`src/rtl/core/rtpu_pkg.sv`:
```
// ----------------------------------------------------------------------------
// rtpu_pkg
// shared types and constants of the realtime thread picker
// ----------------------------------------------------------------------------
package rtpu_pkg;

  localparam int unsigned TIME_W = 31;
  localparam int unsigned ID_W   = 8;
  localparam int unsigned SLICE_W = 32;

  // command codes
  localparam logic [1:0] CMD_ADD_RUN = 2'd0;
  localparam logic [1:0] CMD_ADD_REL = 2'd1;
  localparam logic [1:0] CMD_SCHED   = 2'd2;

  // policy codes
  localparam logic [1:0] POL_ID  = 2'd0;
  localparam logic [1:0] POL_EDF = 2'd1;
  localparam logic [1:0] POL_RM  = 2'd2;

  localparam logic [TIME_W-1:0] NO_EVENT = 31'd99999;

  typedef struct packed {
    logic [ID_W-1:0]   id;
    logic [TIME_W-1:0] deadline;
    logic [TIME_W-1:0] remaining;
    logic [TIME_W-1:0] period;
  } run_entry_t;

  typedef struct packed {
    logic [TIME_W-1:0] rel_time;
    logic [TIME_W-1:0] period;
    logic [ID_W-1:0]   id;
    logic              active;
  } rel_entry_t;

endpackage

```
`src/rtl/core/rtpu_cell.sv`:
```
// ----------------------------------------------------------------------------
// rtpu_cell
// one table slot: loads a new entry or takes its neighbor's entry
// ----------------------------------------------------------------------------
module rtpu_cell #(
  parameter int unsigned W = 1
) (
  input  logic         clk_i,
  input  logic         ld_i,
  input  logic [W-1:0] ld_data_i,
  input  logic         sh_i,
  input  logic [W-1:0] sh_data_i,
  output logic [W-1:0] data_o
);

  logic [W-1:0] data_q, data_d;

  always_comb begin
    data_d = data_q;
    if (ld_i) begin
      data_d = ld_data_i;
    end else if (sh_i) begin
      data_d = sh_data_i;
    end
  end

  always_ff @(posedge clk_i) begin
    data_q <= data_d;
  end

  assign data_o = data_q;

endmodule

```
`src/rtl/core/realtime_thread_picker_unit.sv`:
```
// ----------------------------------------------------------------------------
// realtime_thread_picker_unit
// edf / rate-monotonic thread picker over a run table and a release table
// ----------------------------------------------------------------------------
// input channel: in_valid_i / in_stall_o with command, thread and time fields.
//   add-run and add-release beats give no result.
//   a schedule beat gives exactly one output beat and then empties both tables.
// output channel: out_valid_o / out_stall_i; the result sits in an output
//   register until taken, and inserts are still accepted meanwhile.
// each table is a row of cells; a schedule rotates both rows toward cell 0,
//   one entry per cycle, and a scanner keeps the running best.
// a schedule beat steps through the run scan, the release scan, FIN1 and FIN2
//   before its result is loaded into the output register; empty scans are skipped.
// a new schedule beat is stalled while a result still waits at the output.
// the user writes the policy through policy_we_i only while idle; no check enforces it.
// reset empties both tables, clears the overflow flag, selects edf.
// a stalled output keeps its payload unchanged.
// ----------------------------------------------------------------------------
module realtime_thread_picker_unit
  import rtpu_pkg::*;
#(
  parameter int unsigned RUN_DEPTH = 16,
  parameter int unsigned REL_DEPTH = 16
) (
  input  logic                clk_i,
  input  logic                rst_ni,
  // configuration
  input  logic                policy_we_i,
  input  logic [1:0]          policy_i,
  // input beats
  input  logic                in_valid_i,
  output logic                in_stall_o,
  input  logic [1:0]          command_i,
  input  logic [ID_W-1:0]     thread_id_i,
  input  logic [TIME_W-1:0]   deadline_i,
  input  logic [TIME_W-1:0]   remaining_i,
  input  logic [TIME_W-1:0]   period_len_i,
  input  logic [TIME_W-1:0]   release_at_i,
  input  logic                jobs_left_i,
  input  logic [TIME_W-1:0]   now_i,
  // result beats
  output logic                out_valid_o,
  input  logic                out_stall_i,
  output logic                busy_res_o,
  output logic [ID_W-1:0]     chosen_id_o,
  output logic signed [SLICE_W-1:0] slice_o,
  output logic                missed_o,
  output logic                overflow_o
);

  localparam int unsigned RUN_CW = $clog2(RUN_DEPTH + 1);
  localparam int unsigned REL_CW = $clog2(REL_DEPTH + 1);
  localparam int unsigned SCW = (RUN_CW > REL_CW) ? RUN_CW : REL_CW;
  localparam int unsigned RUN_W = $bits(run_entry_t);
  localparam int unsigned REL_W = $bits(rel_entry_t);

  typedef enum logic [4:0] {
    ST_IDLE = 5'b00001,
    ST_RUN  = 5'b00010,
    ST_REL  = 5'b00100,
    ST_FIN1 = 5'b01000,
    ST_FIN2 = 5'b10000
  } state_e;

  state_e state_q, state_d;

  logic [1:0]        policy_q;
  logic [RUN_CW-1:0] run_cnt_q, run_cnt_d;
  logic [REL_CW-1:0] rel_cnt_q, rel_cnt_d;
  logic              dropped_q, dropped_d;
  logic [SCW-1:0]    scan_q, scan_d;
  logic [TIME_W-1:0] now_q;

  // scanner registers
  logic [ID_W-1:0]   bid_q;
  logic [TIME_W-1:0] bdl_q, brem_q, bper_q;
  logic              have_miss_q;
  logic [ID_W-1:0]   miss_id_q;
  logic              have_rel_q;
  logic [SLICE_W-1:0] pkey_q;
  logic [TIME_W-1:0] ptime_q;
  logic [ID_W-1:0]   pid_q;
  logic [TIME_W-1:0] least_q;
  logic signed [SLICE_W:0] t_rel_q, t_dl_q;

  // output register
  logic              out_valid_q;
  logic              busy_q, missed_q, ovf_q;
  logic [ID_W-1:0]   id_q;
  logic [SLICE_W-1:0] slice_q;

  logic in_acc, out_acc;
  logic is_edf, is_rm, prio;
  logic run_sh, rel_sh;
  logic ins_run, ins_rel;

  assign in_acc  = in_valid_i & ~in_stall_o;
  assign out_acc = out_valid_q & ~out_stall_i;
  assign is_edf  = (policy_q == POL_EDF);
  assign is_rm   = (policy_q == POL_RM);
  assign prio    = is_edf | is_rm;

  assign in_stall_o = (state_q != ST_IDLE) | (out_valid_q & (command_i == CMD_SCHED));

  assign ins_run = in_acc & (command_i == CMD_ADD_RUN) & (run_cnt_q < RUN_CW'(RUN_DEPTH));
  assign ins_rel = in_acc & (command_i == CMD_ADD_REL) & (rel_cnt_q < REL_CW'(REL_DEPTH));
  assign run_sh  = (state_q == ST_RUN);
  assign rel_sh  = (state_q == ST_REL);

  // ---- run table: a row of cells rotating toward cell 0 during the scan
  run_entry_t run_new;
  logic [RUN_W-1:0] run_data [RUN_DEPTH];
  run_entry_t run_head;

  assign run_new = '{id: thread_id_i, deadline: deadline_i,
                     remaining: remaining_i, period: period_len_i};

  for (genvar i = 0; i < RUN_DEPTH; i++) begin : g_run
    rtpu_cell #(.W(RUN_W)) u_cell (
      .clk_i     (clk_i),
      .ld_i      (ins_run & (run_cnt_q == RUN_CW'(i))),
      .ld_data_i (run_new),
      .sh_i      (run_sh),
      .sh_data_i (run_data[(i + 1) % RUN_DEPTH]),
      .data_o    (run_data[i])
    );
  end
  assign run_head = run_entry_t'(run_data[0]);

  // ---- release table
  rel_entry_t rel_new;
  logic [REL_W-1:0] rel_data [REL_DEPTH];
  rel_entry_t rel_head;

  assign rel_new = '{rel_time: release_at_i, period: period_len_i,
                     id: thread_id_i, active: jobs_left_i};

  for (genvar i = 0; i < REL_DEPTH; i++) begin : g_rel
    rtpu_cell #(.W(REL_W)) u_cell (
      .clk_i     (clk_i),
      .ld_i      (ins_rel & (rel_cnt_q == REL_CW'(i))),
      .ld_data_i (rel_new),
      .sh_i      (rel_sh),
      .sh_data_i (rel_data[(i + 1) % REL_DEPTH]),
      .data_o    (rel_data[i])
    );
  end
  assign rel_head = rel_entry_t'(rel_data[0]);

  // ---- scan control
  logic [SCW-1:0] scan_nx;
  logic run_last, rel_last, run_empty, rel_empty;

  assign scan_nx   = scan_q + SCW'(1);
  assign run_last  = (scan_nx == SCW'(run_cnt_q));
  assign rel_last  = (scan_nx == SCW'(rel_cnt_q));
  assign run_empty = (run_cnt_q == '0);
  assign rel_empty = (rel_cnt_q == '0);

  always_comb begin
    state_d   = state_q;
    scan_d    = scan_q;
    run_cnt_d = run_cnt_q;
    rel_cnt_d = rel_cnt_q;
    dropped_d = dropped_q;
    if (ins_run) begin
      run_cnt_d = run_cnt_q + RUN_CW'(1);
    end
    if (ins_rel) begin
      rel_cnt_d = rel_cnt_q + REL_CW'(1);
    end
    if (in_acc & (command_i == CMD_ADD_RUN) & ~ins_run) begin
      dropped_d = 1'b1;
    end
    if (in_acc & (command_i == CMD_ADD_REL) & ~ins_rel) begin
      dropped_d = 1'b1;
    end
    case (state_q)
      ST_IDLE: begin
        scan_d = '0;
        if (in_acc & (command_i == CMD_SCHED)) begin
          if (!run_empty) begin
            state_d = ST_RUN;
          end else if (!rel_empty) begin
            state_d = ST_REL;
          end else begin
            state_d = ST_FIN1;
          end
        end
      end
      ST_RUN: begin
        scan_d = scan_nx;
        if (run_last) begin
          scan_d  = '0;
          state_d = rel_empty ? ST_FIN1 : ST_REL;
        end
      end
      ST_REL: begin
        scan_d = scan_nx;
        if (rel_last) begin
          scan_d  = '0;
          state_d = ST_FIN1;
        end
      end
      ST_FIN1: state_d = ST_FIN2;
      ST_FIN2: begin
        state_d   = ST_IDLE;
        run_cnt_d = '0;
        rel_cnt_d = '0;
        dropped_d = 1'b0;
      end
      default: state_d = ST_IDLE;
    endcase
  end

  // ---- run scan compare
  logic first;
  logic [TIME_W-1:0] key_e, key_b;
  logic run_better, run_miss;

  assign first = (scan_q == '0);
  assign key_e = is_edf ? run_head.deadline : run_head.period;
  assign key_b = is_edf ? bdl_q : bper_q;

  always_comb begin
    if (first) begin
      run_better = 1'b1;
    end else if (prio) begin
      run_better = (key_e < key_b) | ((key_e == key_b) & (run_head.id < bid_q));
    end else begin
      run_better = (run_head.id < bid_q);
    end
  end
  assign run_miss = (run_head.deadline <= now_q) & (~have_miss_q | (run_head.id < miss_id_q));

  // ---- release scan compare
  logic [SLICE_W-1:0] sum_e, key_r;
  logic rel_cand, rel_take;

  assign sum_e = SLICE_W'(rel_head.period) + SLICE_W'(rel_head.rel_time);
  assign key_r = is_edf ? sum_e : SLICE_W'(rel_head.period);
  assign rel_cand = is_edf ? (rel_head.active & (sum_e < SLICE_W'(bdl_q)))
                           : (rel_head.period < bper_q);
  assign rel_take = rel_cand & (~have_rel_q | (key_r < pkey_q) |
                                ((key_r == pkey_q) & (rel_head.id < pid_q)));

  always_ff @(posedge clk_i or negedge rst_ni) begin
    if (!rst_ni) begin
      have_miss_q <= 1'b0;
      have_rel_q  <= 1'b0;
    end else if (state_q == ST_IDLE) begin
      have_miss_q <= 1'b0;
      have_rel_q  <= 1'b0;
    end else if (state_q == ST_RUN) begin
      if (run_miss) begin
        have_miss_q <= 1'b1;
      end
    end else if (state_q == ST_REL) begin
      if (rel_take) begin
        have_rel_q <= 1'b1;
      end
    end
  end

  // scanner payload
  always_ff @(posedge clk_i) begin
    if (state_q == ST_IDLE) begin
      now_q   <= now_i;
      least_q <= NO_EVENT;
    end
    if (run_sh & run_better) begin
      bid_q  <= run_head.id;
      bdl_q  <= run_head.deadline;
      brem_q <= run_head.remaining;
      bper_q <= run_head.period;
    end
    if (run_sh & run_miss) begin
      miss_id_q <= run_head.id;
    end
    if (rel_sh) begin
      if (rel_head.rel_time < least_q) begin
        least_q <= rel_head.rel_time;
      end
      if (rel_take) begin
        pkey_q  <= key_r;
        ptime_q <= rel_head.rel_time;
        pid_q   <= rel_head.id;
      end
    end
    if (state_q == ST_FIN1) begin
      // idle uses the earliest release, a thread uses the preempting one
      if (run_empty) begin
        t_rel_q <= $signed({2'b00, least_q}) - $signed({2'b00, now_q});
      end else if (have_rel_q) begin
        t_rel_q <= $signed({2'b00, ptime_q}) - $signed({2'b00, now_q});
      end else begin
        t_rel_q <= $signed({2'b00, NO_EVENT});
      end
      t_dl_q <= $signed({2'b00, bdl_q}) - $signed({2'b00, now_q});
    end
  end

  // ---- final selection into the output register
  logic signed [SLICE_W:0] rem_s, m1, m2;
  logic [SLICE_W-1:0] slice_d;
  logic [ID_W-1:0] id_d;

  assign rem_s = $signed({2'b00, brem_q});
  assign m1 = (t_rel_q < t_dl_q) ? t_rel_q : t_dl_q;
  assign m2 = (m1 < rem_s) ? m1 : rem_s;

  always_comb begin
    id_d = bid_q;
    if (!prio) begin
      slice_d = run_empty ? SLICE_W'(1) : SLICE_W'(brem_q);
    end else if (run_empty) begin
      slice_d = t_rel_q[SLICE_W-1:0];
    end else if (have_miss_q) begin
      slice_d = '0;
      id_d    = miss_id_q;
    end else begin
      slice_d = m2[SLICE_W-1:0];
    end
    if (run_empty) begin
      id_d = '0;
    end
  end

  always_ff @(posedge clk_i) begin
    if (state_q == ST_FIN2) begin
      busy_q   <= ~run_empty;
      id_q     <= id_d;
      slice_q  <= slice_d;
      missed_q <= prio & ~run_empty & have_miss_q;
      ovf_q    <= dropped_q;
    end
  end

  always_ff @(posedge clk_i or negedge rst_ni) begin
    if (!rst_ni) begin
      state_q     <= ST_IDLE;
      policy_q    <= POL_EDF;
      run_cnt_q   <= '0;
      rel_cnt_q   <= '0;
      dropped_q   <= 1'b0;
      scan_q      <= '0;
      out_valid_q <= 1'b0;
    end else begin
      state_q   <= state_d;
      run_cnt_q <= run_cnt_d;
      rel_cnt_q <= rel_cnt_d;
      dropped_q <= dropped_d;
      scan_q    <= scan_d;
      if (policy_we_i) begin
        policy_q <= policy_i;
      end
      if (state_q == ST_FIN2) begin
        out_valid_q <= 1'b1;
      end else if (out_acc) begin
        out_valid_q <= 1'b0;
      end
    end
  end

  assign out_valid_o = out_valid_q;
  assign busy_res_o  = busy_q;
  assign chosen_id_o = id_q;
  assign slice_o     = $signed(slice_q);
  assign missed_o    = missed_q;
  assign overflow_o  = ovf_q;

endmodule

```
`config.mk`:
```
export PLATFORM = sky130hd
export DESIGN_NAME = realtime_thread_picker_unit
export DESIGN_NICKNAME = d
export VERILOG_FILES = /design/src/rtl/core/rtpu_pkg.sv /design/src/rtl/core/rtpu_cell.sv /design/src/rtl/core/realtime_thread_picker_unit.sv
export SDC_FILE = /design/constraint.sdc
export NUM_CORES = 2
export LEC_CHECK = 0
export ABC_AREA = 0
export BUFFER_PORTS_ARGS = -buffer_cell sky130_fd_sc_hd__buf_2
export CAP_MARGIN = 20
export CORE_UTILIZATION = 63
export CTS_CLUSTER_DIAMETER = 200
export DETAILED_ROUTE_END_ITERATION = 8
export PLACE_DENSITY = 0.78
export SLEW_MARGIN = 25
export SYNTH_ARGS = -nofsm -noshare
export SYNTH_HDL_FRONTEND = slang
export SYNTH_SLANG_ARGS = --single-unit
```
`constraint.sdc`:
```
create_clock -name clk_i -period 10.7 [get_ports clk_i]
set_input_delay 1.605 -clock clk_i [delete_from_list [all_inputs] [get_ports clk_i]]
set_output_delay 1.605 -clock clk_i [all_outputs]
set_load 0.02 [all_outputs]
```
==> reports/qor.yml <==
power:
  p_per_area_mw_per_mm2: 183
  vdd_ir_drop_max_v: 0.000160
  power_w: 0.0288
  p_leak_nw: 54.7
cts:
  cts_htree_levels: 5
  insertion_delay_ns: 0.96
  clockBufferDepth: 4
  cts_tree: "done"
  numCtsBuffers: 333
  clkTransAtPathRegs_ns: 0.07
  hold_buffers: 0
  cts_num_sinks: 3127
  cts_resized: 0
  clockRootBuffer: "clkbuf_16"
  post-cts-setup-buffers: 0
sta:
  worstMarginPinSlew_ns: 1.13
  finalSetupTns_ns: 0
  finalSetupViolCount: 0
  timing.final.hold_violations: 0
  period_share_pct: 72.7
  slew_viol_final: 0
  min_period_ns: 7.78
  slew_headroom_pct: 24.9
  max_freq_mhz: 128
  final.setup_skew_ns: 0.0657
  rsz0062_at_grt: "no"
setup_path:
  crit_path_max_fanout: 38
  cp_num_buf_inv: 4
  reg2reg_setup_slack_ns: 2.92
  required_ns: 11.46
  worstPathArrival_ns: 8.54
  r2r_end: "slice_o[19]"
  start_kind: "flop"
  slowest_stage: "xnor2_4"
  worstSetupPathType: "flop to flop"
  worstRegToRegCells: 26
  r2r-start: "t_rel_q[31]"
  worst_setup_path_end_kind: "flop"
  slowest_delay_ns: 0.64
  cp_top_family: "compound AO/OA/AOI/OAI gates"
detailed_routing:
  routedWlPerCell_um: 30.8
  dr_total_vias: 79900
  dr.pass1.iters: 9
  maxUsedRoutingLayer: "met5"
  wl_met1_um: 160000
  route.met2.wl_um: 178000
  drt_iter0_markers: 8434
  vias_per_cell: 6.47
  wl_met3_um: 27500
  postRouteAntennaNets: 0
  finalWirelength_um: 380000
  remaining_drc_errors: 3
worst_hold_path:
  holdCritPathClass: "flop to flop"
  worstHoldEndpoint: "bper_q[2]"
  hp-start: "g_run[0].u_cell.data_o[2]"
  hold-path-cell-count: 0
logic_synthesis:
  yosys.area.top_type: "edfxtp_1"
  async_flop_share_pct: 0.831
  syn-num-nets: 9613
  yosysSeqAreaShare_pct: 65.3
  synth_area_mm2: 0.143
  yosysTopAreaCellShare_pct: 64.4
  syn_area_per_cell_um2: 15.9
  ys_types: 90
  yosysWarnings: 0
  synth-edff-count: 3070
  synth_ff_type: "edfxtp_1"
  yosys-top-cells-area: "edfxtp_1 (64%), mux2_2 (21%), ha_1 (3.5%)"
  synthCells: 9032
  ys_ff_latch: 3127
finish:
  seq_area_mm2: 0.0935
  multiInputGateArea_mm2: 0.0466
  fin_area_mm2: 0.157
  syn_to_final_growth_pct: 9.94
  fin_nets: 9696
  drive_above_1_share_pct: 37.7
  fillers: 14500
global_route:
  grt_max_degree: 67
  grt_util_all_layers_pct: 33.1
  grt_pass1_vias: 79800
  overflow: 0
  grt_pass1_wl_um: 554000
  antenna_found_initial: 15
die:
  pin_count: 218
  dieWidth_um: 479
  coreArea_mm2: 0.225
  die_y_um: 479
  start_util_pct: 63.5
  design.die.area_mm2: 0.229
  rows: 174
placed_design:
  gp_congestion: 0.944
  dp_hpwl_um: 233000
  dpl_cell_area_mm2: 0.147
  io_buffers: 217
status:
  status: "finished with violations"
  violations: "design-rule violations"
flow_run:
  maxCapViolCount: 0
## power by group
group	internal (W)	total [W]	switching, W
Clock	0.00646	0.0112	0.00473
Sequential	0.0142	0.0144	0.000264
Combinational	0.00106	0.00314	0.00208
Total	0.0217	0.0288	0.00708
## layout make-up
class | instances | area share [%]
Inverter | 310 | 0.739
Timing Repair Buffer | 334 | 1.34
Clock buffer | 400 | 5.60
Sequential cell | 3127 | 59.4
Antenna cell | 8 | 0.0127
Multi-Input combinational cell | 5009 | 29.6
Clock inverter | 177 | 0.978
Tap cell | 2992 | 2.38
## cells in the final DEF, fill, tap and decap left out, types with 20 or more instances in the layout
cell       netlist  layout
a211oi_1        20      20
a21o_1         128     128
a21oi_1        196     195
a222oi_1        29      29
a22o_1          25      25
buf_2          248     217
buf_4            8      99
bufinv_16        0      25
clkbuf_1       322      53
clkbuf_16        0     341
clkinv_1         1      65
clkinv_2         0      65
dfrtp_1         24      24
dfxtp_1         31      31
edfxtp_1      3070    3070
ha_1           404     403
inv_1          308     308
mux2_2        2628    2628
mux2i_1         37      37
nand2_1        667     660
nand2b_1        59      38
nand2b_4         0      21
nand3_1         39      35
nand4_1         47      47
nor2_1          87      78
nor2b_1         53      53
nor3_1          30      28
o21a_1          49      49
o21ai_0        129     123
o22ai_1         21      21
xnor2_1         72      72
xor2_1          51      51
## metal layers
| metal | vias to the layer above | track usage [%] |
|---|---|---|
| met3 | 603 | 4.19 |
| met5 | - | 0 |
| met2 | 3440 | 52.3 |
| met1 | 41500 | 47.9 |
| li1 | 34400 | - |
| met4 | 10 | 10.9 |
## registers in the layout (all words and copies together), names as in the netlist, 2 cells and up
signal and count:
ptime_q 31, t_dl_q 32, bid_q 8, now_q 31, pkey_q 32, least_q 31
run_cnt_q 5, bper_q 31, pid_q 8, bdl_q 31, policy_q 2, slice_o 32
chosen_id_o 8, miss_id_q 8, brem_q 31, state_q 5, g_rel.u_cell.data_o 1136, g_run.u_cell.data_o 1616
rel_cnt_q 5, scan_q 5, t_rel_q 32
## kinds of logic after synthesis
group	synth area share (%)
muxes	21.1
xor gates and xnor gates	0.772
AOI/OAI and AO/OA	3.40
and+or+nand+nor	3.32
adders and majority gates	3.59
DFF	65.3
buffers and inverters	2.59
## worst register-to-register path: stages (launching register included)
cell and delay [ns]:
edfxtp_1 0.42, ha_1 0.46, nand4_1 0.19, nor3_1 0.35
nor3b_2 0.34, a21oi_1 0.13, o211ai_2 0.09, a31oi_4 0.08
xnor2_4 0.65, buf_4 0.49, o21ai_0 0.17, ha_1 0.33
a21o_1 0.18, a21o_1 0.18, a21oi_1 0.14, o21ai_0 0.14
nand3_1 0.12, o2111ai_1 0.17, a221o_1 0.35, or4_1 0.47
ha_1 0.34, or4_1 0.58, inv_1 0.11, a21o_1 0.42
buf_4 0.45, a222oi_1 0.18, inv_1 0.12
## per-stage QoR
step / hold WS (ns) / util (%) / instances / setup slack (ns)
after floorplan: 0.426 / - / 9032 / 0.629
after global placement: 0.450 / 65.2 / 11800 / 2.98
after detailed placement: 0.458 / 65.2 / 11800 / 2.99
after CTS: 0.468 / 69.8 / 12300 / 2.94
after global routing: 0.470 / 69.9 / 12400 / 2.54
final: 0.467 / 69.9 / 12400 / 2.92
## synthesized netlist by cell type, types with 15 or more instances
cell,number
a22o_1,25
clkbuf_1,322
nand4_1,47
nor2b_1,53
o21ai_0,129
mux2_1,16
edfxtp_1,3070
mux2_2,2628
nand2b_1,59
a211oi_1,20
dfxtp_1,31
inv_1,308
o21a_1,49
ha_1,404
a222oi_1,29
nand3_1,39
nor2_1,87
a31oi_1,20
nand2_1,667
xnor2_1,72
o211ai_1,15
nor3_1,30
o22ai_1,21
xor2_1,51
dfrtp_1,24
mux2i_1,37
and3_1,34
a21o_1,128
buf_2,248
a21oi_1,196
## how the worst max path moves through the flow
stage	from	endpoint	slack [ns]	cells past startpoint
6_report	t_rel_q[31]	slice_o[19]	2.92	26
5_1_grt	t_rel_q[31]	slice_o[19]	2.54	27
4_1_cts	t_rel_q[31]	slice_o[19]	2.94	26
3_5_place_dp	t_rel_q[31]	slice_o[19]	2.99	27
3_3_place_gp	t_rel_q[31]	slice_o[8]	2.98	26
2_1_floorplan	command_i[1]	g_run[12].u_cell.data_o[0]	0.63	5
(Power assumes the default switching activity.)
